==> src/design/dfts_pkg.sv <==
`timescale 1ns / 1ps
// ----------------------------------------------------------------------------
// dfts_pkg: shared constants and helpers
// hash constants and the fnv-1a byte step used by the token signature core
// ----------------------------------------------------------------------------
package dfts_pkg;

  localparam int unsigned MAX_BLOCK_TOKENS = 256;

  localparam int unsigned TOKEN_W = 32;
  localparam int unsigned LEN_W   = 9;
  localparam int unsigned LANE_W  = 64;
  localparam int unsigned BYTE_W  = 8;

  // byte steps per 64-bit word
  localparam int unsigned WORD_BYTES = LANE_W / BYTE_W;
  localparam int unsigned BYTE_CNT_W = $clog2(WORD_BYTES);

  localparam logic [63:0] FNV_BASIS = 64'hcbf29ce484222325;
  localparam logic [63:0] GOLDEN    = 64'h9e3779b97f4a7c15;
  localparam logic [63:0] LEN_SALT  = 64'hd1b54a32d192ed03;
  localparam logic [63:0] TOK_SALT  = 64'ha0761d6478bd642f;
  localparam logic [63:0] COUNT_MUL = 64'hbf58476d1ce4e5b9;

  // one fnv-1a step: xor the byte, multiply by 2^40 + 0x1b3 modulo 2^64
  function automatic logic [63:0] fnv_step(input logic [63:0] lane,
                                           input logic [7:0]  b);
    logic [63:0] x;
    x = lane ^ {56'd0, b};
    return x + (x << 1) + (x << 4) + (x << 5) + (x << 7) + (x << 8) + (x << 40);
  endfunction

endpackage

==> src/design/dfts_in_if.sv <==
`timescale 1ns / 1ps
// ----------------------------------------------------------------------------
// dfts_in_if: token input channel
// valid/ready channel carrying one token and the block length field
// ----------------------------------------------------------------------------
interface dfts_in_if;
  logic                              valid;
  logic                              ready;
  logic [dfts_pkg::TOKEN_W-1:0]      token;
  logic [dfts_pkg::LEN_W-1:0]        block_length;

  modport source (output valid, output token, output block_length, input ready);
  modport sink   (input valid, input token, input block_length, output ready);
endinterface

==> src/design/dfts_out_if.sv <==
`timescale 1ns / 1ps
// ----------------------------------------------------------------------------
// dfts_out_if: signature result channel
// valid/ready channel carrying both lanes and the bucket hash
// ----------------------------------------------------------------------------
interface dfts_out_if;
  logic                           valid;
  logic                           ready;
  logic [dfts_pkg::LANE_W-1:0]    sig_low;
  logic [dfts_pkg::LANE_W-1:0]    sig_high;
  logic [dfts_pkg::LANE_W-1:0]    bucket_hash;

  modport source (output valid, output sig_low, output sig_high, output bucket_hash,
                  input ready);
  modport sink   (input valid, input sig_low, input sig_high, input bucket_hash,
                  output ready);
endinterface

==> src/design/dual_fnv_token_block_signature_core.sv <==
`timescale 1ns / 1ps
// ----------------------------------------------------------------------------
// dual_fnv_token_block_signature_core: dual-lane fnv-1a block signature
// hashes a block of 32-bit tokens into two 64-bit lanes plus a bucket hash
// ----------------------------------------------------------------------------
// The core takes one 32-bit token per item and folds it into two 64-bit
// fnv-1a lanes one byte per cycle, low byte first, through 64-bit shift
// registers, so each lane needs one xor and one shift-add multiply by the fnv
// prime per cycle. The first item of a block carries the length; it is
// saturated to MAX_BLOCK_TOKENS and absorbed first, then that item's token.
// Tokens in the middle of a block follow one another without a gap when the
// next item is already valid, since it is taken on the last byte step of the
// current one. After the last token the length is multiplied bit-serially by
// the count constant, and a finish step forms the bucket hash. A zero-length
// block emits after its length steps, the multiply and the finish step, and
// its token is dropped. The result sits in an output register, so a new
// block can start while the previous signature waits to be taken; the core
// only stalls when a second result is ready before the first is gone.
// ----------------------------------------------------------------------------
module dual_fnv_token_block_signature_core #(
  parameter int unsigned MAX_BLOCK_TOKENS = dfts_pkg::MAX_BLOCK_TOKENS
) (
  input  logic          clk,
  input  logic          rst_n,
  dfts_in_if.sink       in_ch,
  dfts_out_if.source    out_ch
);

  // token counter width, holds MAX_BLOCK_TOKENS itself
  localparam int unsigned CNT_W = $clog2(MAX_BLOCK_TOKENS + 1);
  // compare width for length saturation
  localparam int unsigned CMP_W = ((CNT_W > dfts_pkg::LEN_W) ? CNT_W : dfts_pkg::LEN_W) + 1;
  // bit counter for the serial count multiply
  localparam int unsigned MB_W  = (CNT_W > 1) ? $clog2(CNT_W) : 1;

  localparam int unsigned BC_W  = dfts_pkg::BYTE_CNT_W;

  typedef enum logic [2:0] {
    ST_IDLE,   // waiting for an item
    ST_LEN,    // absorbing the block length
    ST_TOK,    // absorbing a token
    ST_MUL,    // serial length times count constant
    ST_FIN     // combine and load the output register
  } state_t;

  state_t           state_r;
  logic [BC_W-1:0]  byte_cnt_r;
  logic [CNT_W-1:0] tokens_left_r;
  logic [CNT_W-1:0] block_count_r;

  // lanes and their byte shift registers
  logic [63:0] low_lane_r;
  logic [63:0] high_lane_r;
  logic [63:0] low_word_r;
  logic [63:0] high_word_r;
  logic [dfts_pkg::TOKEN_W-1:0] token_r;

  // serial multiply
  logic [63:0]      prod_r;
  logic [63:0]      mcand_r;
  logic [CNT_W-1:0] n_sh_r;
  logic [MB_W-1:0]  mbit_r;

  // output register
  logic        out_valid_r;
  logic [63:0] sig_low_r;
  logic [63:0] sig_high_r;
  logic [63:0] bucket_hash_r;

  logic             last_byte;
  logic             in_fire;
  logic             out_free;
  logic [CMP_W-1:0] len_ext;
  logic [CNT_W-1:0] len_sat;
  logic [63:0]      low_step;
  logic [63:0]      high_step;
  logic [63:0]      mix_sum;
  logic [63:0]      mix_c;

  assign last_byte = (byte_cnt_r == BC_W'(dfts_pkg::WORD_BYTES - 1));

  // take a new item when idle, or on the last byte of a mid-block token
  assign in_ch.ready = (state_r == ST_IDLE) ||
                       ((state_r == ST_TOK) && last_byte && (tokens_left_r != CNT_W'(1)));
  assign in_fire     = in_ch.valid && in_ch.ready;

  // the output register can be reloaded when empty or drained this cycle
  assign out_free    = !out_valid_r || out_ch.ready;

  // length saturation
  assign len_ext = CMP_W'(in_ch.block_length);
  assign len_sat = (len_ext > CMP_W'(MAX_BLOCK_TOKENS)) ? CNT_W'(MAX_BLOCK_TOKENS)
                                                       : CNT_W'(in_ch.block_length);

  // one byte step per lane
  assign low_step  = dfts_pkg::fnv_step(low_lane_r,  low_word_r[7:0]);
  assign high_step = dfts_pkg::fnv_step(high_lane_r, high_word_r[7:0]);

  // bucket hash combine
  assign mix_sum = high_lane_r + dfts_pkg::GOLDEN + (low_lane_r << 6) + (low_lane_r >> 2);
  assign mix_c   = low_lane_r ^ mix_sum ^ prod_r;

  always_ff @(posedge clk) begin
    if (!rst_n) begin
      state_r       <= ST_IDLE;
      byte_cnt_r    <= '0;
      tokens_left_r <= '0;
      block_count_r <= '0;
      mbit_r        <= '0;
      out_valid_r   <= 1'b0;
    end else begin
      // load on the finish step, otherwise drain independently
      if ((state_r == ST_FIN) && out_free) begin
        out_valid_r <= 1'b1;
      end else if (out_valid_r && out_ch.ready) begin
        out_valid_r <= 1'b0;
      end

      // multiplier operands are primed before the multiply phase and held
      // through the finish step
      if ((state_r != ST_MUL) && (state_r != ST_FIN)) begin
        prod_r  <= '0;
        mcand_r <= dfts_pkg::COUNT_MUL;
        n_sh_r  <= block_count_r;
        mbit_r  <= '0;
      end

      unique case (state_r)
        ST_IDLE: begin
          if (in_fire) begin
            token_r    <= in_ch.token;
            byte_cnt_r <= '0;
            if (tokens_left_r == '0) begin
              // first item of a block: reload lanes, absorb length
              block_count_r <= len_sat;
              tokens_left_r <= len_sat;
              low_lane_r    <= dfts_pkg::FNV_BASIS;
              high_lane_r   <= dfts_pkg::FNV_BASIS ^ dfts_pkg::GOLDEN;
              low_word_r    <= 64'(len_sat);
              high_word_r   <= 64'(len_sat) ^ dfts_pkg::LEN_SALT;
              state_r       <= ST_LEN;
            end else begin
              low_word_r  <= {32'd0, in_ch.token};
              high_word_r <= {in_ch.token ^ dfts_pkg::TOK_SALT[63:32],
                              dfts_pkg::TOK_SALT[31:0]};
              state_r     <= ST_TOK;
            end
          end
        end

        ST_LEN: begin
          low_lane_r  <= low_step;
          high_lane_r <= high_step;
          byte_cnt_r  <= byte_cnt_r + BC_W'(1);
          if (last_byte && (block_count_r != '0)) begin
            low_word_r  <= {32'd0, token_r};
            high_word_r <= {token_r ^ dfts_pkg::TOK_SALT[63:32],
                            dfts_pkg::TOK_SALT[31:0]};
          end else begin
            low_word_r  <= low_word_r >> dfts_pkg::BYTE_W;
            high_word_r <= high_word_r >> dfts_pkg::BYTE_W;
          end
          if (last_byte) begin
            if (block_count_r == '0) begin
              // empty block, token dropped
              state_r <= ST_MUL;
            end else begin
              state_r <= ST_TOK;
            end
          end
        end

        ST_TOK: begin
          low_lane_r  <= low_step;
          high_lane_r <= high_step;
          byte_cnt_r  <= byte_cnt_r + BC_W'(1);
          if (last_byte && in_fire) begin
            // next token of the block follows without a gap
            low_word_r  <= {32'd0, in_ch.token};
            high_word_r <= {in_ch.token ^ dfts_pkg::TOK_SALT[63:32],
                            dfts_pkg::TOK_SALT[31:0]};
          end else begin
            low_word_r  <= low_word_r >> dfts_pkg::BYTE_W;
            high_word_r <= high_word_r >> dfts_pkg::BYTE_W;
          end
          if (last_byte) begin
            tokens_left_r <= tokens_left_r - CNT_W'(1);
            if (tokens_left_r == CNT_W'(1)) begin
              state_r <= ST_MUL;
            end else if (!in_fire) begin
              state_r <= ST_IDLE;
            end
          end
        end

        ST_MUL: begin
          if (n_sh_r[0]) begin
            prod_r <= prod_r + mcand_r;
          end
          mcand_r <= mcand_r << 1;
          n_sh_r  <= n_sh_r >> 1;
          mbit_r  <= mbit_r + MB_W'(1);
          if (mbit_r == MB_W'(CNT_W - 1)) begin
            state_r <= ST_FIN;
          end
        end

        ST_FIN: begin
          if (out_free) begin
            sig_low_r     <= low_lane_r;
            sig_high_r    <= high_lane_r;
            bucket_hash_r <= mix_c ^ (mix_c >> 32);
            state_r       <= ST_IDLE;
          end
        end

        default: state_r <= ST_IDLE;
      endcase
    end
  end

  assign out_ch.valid       = out_valid_r;
  assign out_ch.sig_low     = sig_low_r;
  assign out_ch.sig_high    = sig_high_r;
  assign out_ch.bucket_hash = bucket_hash_r;

`ifndef SYNTH
  // byte counter only runs while a word is being absorbed
  a_byte_cnt_idle: assert property (@(posedge clk) disable iff (!rst_n)
    (state_r == ST_IDLE || state_r == ST_MUL || state_r == ST_FIN) |-> (byte_cnt_r == '0))
    else $error("byte counter not at zero outside absorb phases");

  // remaining tokens never exceed the block length
  a_left_le_count: assert property (@(posedge clk) disable iff (!rst_n)
    tokens_left_r <= block_count_r)
    else $error("tokens left exceeds block count");

  // a result is only formed once the block is used up
  a_fin_done: assert property (@(posedge clk) disable iff (!rst_n)
    (state_r == ST_FIN || state_r == ST_MUL) |-> (tokens_left_r == '0))
    else $error("finishing with tokens left");

  // a new result only comes out of the finish step
  a_out_from_fin: assert property (@(posedge clk) disable iff (!rst_n)
    $rose(out_valid_r) |-> ($past(state_r) == ST_FIN))
    else $error("result raised outside finish step");
`endif

endmodule

==> src/flat_wrapper.sv <==
// flat-port wrapper written by rule: the top's interface ports become plain ports
module dual_fnv_token_block_signature_core_flat 
#(
  parameter int unsigned MAX_BLOCK_TOKENS = dfts_pkg::MAX_BLOCK_TOKENS
)
  (clk, rst_n, in_ch_valid, in_ch_token, in_ch_block_length, in_ch_ready, out_ch_valid, out_ch_sig_low, out_ch_sig_high, out_ch_bucket_hash, out_ch_ready);
  dfts_in_if in_ch_i ();
  dfts_out_if out_ch_i ();
  input  logic clk;
  input  logic rst_n;
  input wire logic [$bits(in_ch_i.valid)-1:0] in_ch_valid;
  input wire logic [$bits(in_ch_i.token)-1:0] in_ch_token;
  input wire logic [$bits(in_ch_i.block_length)-1:0] in_ch_block_length;
  output wire logic [$bits(in_ch_i.ready)-1:0] in_ch_ready;
  output wire logic [$bits(out_ch_i.valid)-1:0] out_ch_valid;
  output wire logic [$bits(out_ch_i.sig_low)-1:0] out_ch_sig_low;
  output wire logic [$bits(out_ch_i.sig_high)-1:0] out_ch_sig_high;
  output wire logic [$bits(out_ch_i.bucket_hash)-1:0] out_ch_bucket_hash;
  input wire logic [$bits(out_ch_i.ready)-1:0] out_ch_ready;
  assign in_ch_i.valid = in_ch_valid;
  assign in_ch_i.token = in_ch_token;
  assign in_ch_i.block_length = in_ch_block_length;
  assign in_ch_ready = in_ch_i.ready;
  assign out_ch_valid = out_ch_i.valid;
  assign out_ch_sig_low = out_ch_i.sig_low;
  assign out_ch_sig_high = out_ch_i.sig_high;
  assign out_ch_bucket_hash = out_ch_i.bucket_hash;
  assign out_ch_i.ready = out_ch_ready;
  dual_fnv_token_block_signature_core #(.MAX_BLOCK_TOKENS(MAX_BLOCK_TOKENS)) u_core (.clk(clk), .rst_n(rst_n), .in_ch(in_ch_i), .out_ch(out_ch_i));
endmodule
==> config.mk <==
export PLATFORM = sky130hd
export DESIGN_NAME = dual_fnv_token_block_signature_core_flat
export DESIGN_NICKNAME = d
export VERILOG_FILES = /design/src/design/dfts_pkg.sv /design/src/design/dfts_in_if.sv /design/src/design/dfts_out_if.sv /design/src/design/dual_fnv_token_block_signature_core.sv /design/src/flat_wrapper.sv
export SDC_FILE = /design/constraint.sdc
export NUM_CORES = 2
export LEC_CHECK = 0
export BUFFER_PORTS_ARGS = -buffer_cell sky130_fd_sc_hd__clkbuf_2
export CAP_MARGIN = 10
export CORE_MARGIN = 10
export CORE_UTILIZATION = 55
export CTS_CLUSTER_SIZE = 14
export DETAILED_ROUTE_END_ITERATION = 6
export PLACE_DENSITY = 0.72
export SLEW_MARGIN = 20
export SYNTH_ARGS = -nofsm -noshare
export SYNTH_HDL_FRONTEND = slang
export SYNTH_SLANG_ARGS = --single-unit
==> constraint.sdc <==
create_clock -name clk -period 15.4 [get_ports clk]
set_input_delay 1.54 -clock clk [delete_from_list [all_inputs] [get_ports clk]]
set_output_delay 1.54 -clock clk [all_outputs]
set_load 0.05 [all_outputs]
==> Implementation_results.wiki <==
{| class="wikitable"
! Metric !! Value
|-
| Post-CTS Setup Bufs || 0
|-
| Final setup slack of the worst path || between 8000 and 9000 ps
|-
| Core Region || 98300 sq um
|-
| Count of different cell masters after synthesis || roughly 100
|-
| Yosys warnings || 0
|-
| Growth of design area from synthesis to finish || 9.03%
|-
| Floorplan die area || 112000 sq um
|-
| Number of nets in the final layout || around 6400
|-
| Horizontal die dimension || roughly 330 um
|-
| Synth Flop Type || edfxtp_1
|-
| Crit path launch type || flip-flop
|-
| Net count after synthesis || between 6000 and 7000
|-
| Required time of the critical path || 15780 ps
|-
| Die outline height || 335 um
|-
| Worst Setup Path Type || flip-flop to flip-flop
|-
| All-layer global routing usage || 30.1%
|-
| Final total negative setup slack || 0 ps
|-
| First-iteration detailed-routing DRC count || 4223
|-
| Antenna violations before repair || 5
|-
| Headroom to the max-slew limit || between 20% and 30%
|-
| GR Overflow Total || 0
|-
| TritonCTS clock tree || built
|-
| Max Freq || approximately 150 MHz
|-
| Signal arrival time at the worst endpoint || 7220 ps
|-
| Row count || 115
|-
| DRT antenna net count || 0
|-
| Root buf cell || clkbuf_16
|-
| Post-Route WL || 168000 um
|-
| Leading cell type in the layout, fill and taps excluded || inv_1
|-
| Routability-driven placement congestion ratio || 1.02
|-
| Worst-path maximum fanout || 6
|-
| Number of enable flip-flop cells after synthesis || roughly 580
|-
| Setup-failing EPs final || 0
|-
| Post-synthesis sequential element count || 610
|-
| Synthesized cell area || 54400 sq um
|-
| First-pass GRT wire length || 256000 um
|-
| Shortest period the worst path allows || just under 7000 ps
|-
| Top-level I/O count || 239
|-
| Total of buffers placed on input and output ports || 238
|-
| Cells after synthesis || ~5300
|-
| Vias in the first global route || 40400
|-
| Unrepaired setup endpoints after global routing || false
|-
| Final count of hold timing violations || 0
|-
| Measured slew at the worst slew-check pin || between 1000 and 1500 ps
|-
| Worst-case clock skew || around 49 ps
|-
| CTS sink count || 610
|-
| Insertion delay to the later sink of the worst-skew pair || between 600 and 700 ps
|-
| Sequential-to-total area share from yosys stat || 33.1%
|-
| Final Slew Violations || 0
|-
| DR DRC count || 3
|-
| Critical path endpoint category || flip-flop
|-
| Post-detailed-route via-to-cell ratio || 5.91
|-
| Clock-pin slew of the registers on the worst-case setup and hold paths || 70 ps
|-
| Post-detailed-route wirelength per cell || 24.8 um
|-
| Largest net degree at the start of global routing || 74
|-
| Average cell area after synthesis || 10.4 sq um
|-
| Share of post-route cells with drive strength above 1 || between 8 and 9%
|-
| Proportion of synthesized flip-flops having asynchronous set or reset || 0%
|-
| PostCTS Resize Cnt || 0
|-
| Worst Hold Class || flip-flop to flip-flop
|-
| H-tree lvl count || 3
|-
| Status || finished with violations
|-
| Vias post-DR || around 40000
|-
| Share of the cycle needed by the critical path after routing || around 44%
|-
| Num CTS Buffers || 71
|-
| Total of hold buffers inserted after clock tree synthesis || 0
|-
| Most used cells in the layout excluding fill and tap cells || inv_1 (912), edfxtp_1 (581), fa_1 (539)
|-
| Detail Placement HPWL || 133000 um
|-
| Number of violations of the max-capacitance limit || 0
|-
| Violated checks || DRC
|-
| Number of detailed-routing iterations run before antenna repair || 7
|-
| Worst Hold Slack || around 450 ps
|-
| Initial Util || a little under three fifths
|-
| Largest buffer count on any clock path || 3
|-
| Worst slack at placement || 8530 ps
|}
sequential cells by signal, indices dropped and copies added (netlist names), 9 cells and up:
name	flops
u_core.block_count_r	9
u_core.high_lane_r	64
u_core.high_word_r	64
u_core.low_lane_r	64
u_core.low_word_r	28
u_core.mcand_r	64
u_core.n_sh_r	9
u_core.out_ch.bucket_hash	64
u_core.out_ch.sig_high	64
u_core.out_ch.sig_low	64
u_core.prod_r	64
u_core.token_r	32
u_core.tokens_left_r	9
path summary, 6_finish.rpt:
path / startpoint / to / cells after the start / slack [ps]
min: u_core.high_lane_r[12] / u_core.out_ch.sig_high[12] / 0 / 450
min reg2reg: u_core.high_lane_r[12] / u_core.out_ch.sig_high[12] / 0 / 450
max: u_core.low_lane_r[1] / u_core.low_lane_r[51] / 20 / 8560
max reg2reg: u_core.low_lane_r[1] / u_core.low_lane_r[51] / 20 / 8560
synthesized netlist by cell type (all sizes together), types with 12 or more instances:
library cell	count	share of area [%]
o21a	18	0.25
nor2	245	1.7
dfxtp	29	1.1
buf	33	0.39
fa	539	20
nand3	50	0.46
o211ai	24	0.33
nand2	424	2.9
nor3	42	0.40
and3	19	0.22
o31ai	15	0.25
a211oi	21	0.33
a21boi	20	0.28
xor2	132	2.1
a21o	183	2.5
inv	912	6.3
a222oi	16	0.29
o221ai	19	0.31
nor2b	41	0.48
clkbuf	129	0.91
or3	42	0.49
and2	73	0.84
a31oi	40	0.52
ha	413	9.5
o21bai	39	0.55
a21oi	322	3.0
nand4	62	0.71
nor4	12	0.15
xnor2	318	5.1
a221oi	20	0.39
o21ai	226	2.1
edfxtp	581	32
nand2b	43	0.49
layout make-up:
| type | instances | area (sq um) |
|---|---|---|
| Fill cell | 8255 | 38900 |
| Multi-Input combinational cell | 3574 | 32400 |
| Sequential cell | 610 | 18000 |
| Inverter | 912 | 3420 |
| Clock buffer | 79 | 1830 |
| Tap cell | 1287 | 1610 |
| Timing Repair Buffer | 276 | 1480 |
| Clock inverter | 49 | 626 |
| Antenna cell | 1 | 2.50 |
worst max-delay path, stage by stage, from the launching register on:
cell	delay (ps)
edfxtp_1	550
xor2_1	900
ha_1	470
xor2_1	210
fa_1	490
inv_1	50
fa_1	540
inv_1	60
ha_1	270
ha_1	330
o21a_1	200
o31a_1	140
o31ai_2	420
a31oi_2	220
o211a_1	350
a311oi_1	420
or3_1	210
a41oi_2	180
a221oi_2	290
xor2_1	180
nor2_1	50
stage by stage:
step,cells,instance area [sq um],utilization (%)
floorplan,5258,54400,-
global placement,6659,56900,57.9
detailed placement,6659,56900,57.9
CTS,6787,59300,60.4
global route,6787,59400,60.4
finish,6788,59400,60.4
kinds of logic (layout without fill, tap and decap cells):
group | Yosys count | after routing | synth area share (%)
multiplexers | 10 | 10 | 0.184
flip-flops | 610 | 610 | 33.1
AO/OA/AOI/OAI | 1059 | 1059 | 12.8
AND/OR/NAND/NOR | 1092 | 1092 | 9.44
buffers and inverters | 1074 | 1316 | 7.59
adder cells (fa/ha/maj) | 961 | 961 | 29.5
other | 0 | 1 | 0
XOR/XNOR | 452 | 452 | 7.36
metal layers:
layer  part of all wire (%)  track usage, %  up-vias
met4                    4.5            12.3        0
met3                    8.7            5.24      304
met5                      0               0        -
met1                     42            41.9    20000
li1                       -               -    18100
met2                     44            46.5     1777
Power is not shown: default switching activity piles up to over one toggle a cycle in this logic, so the estimate is an artifact.
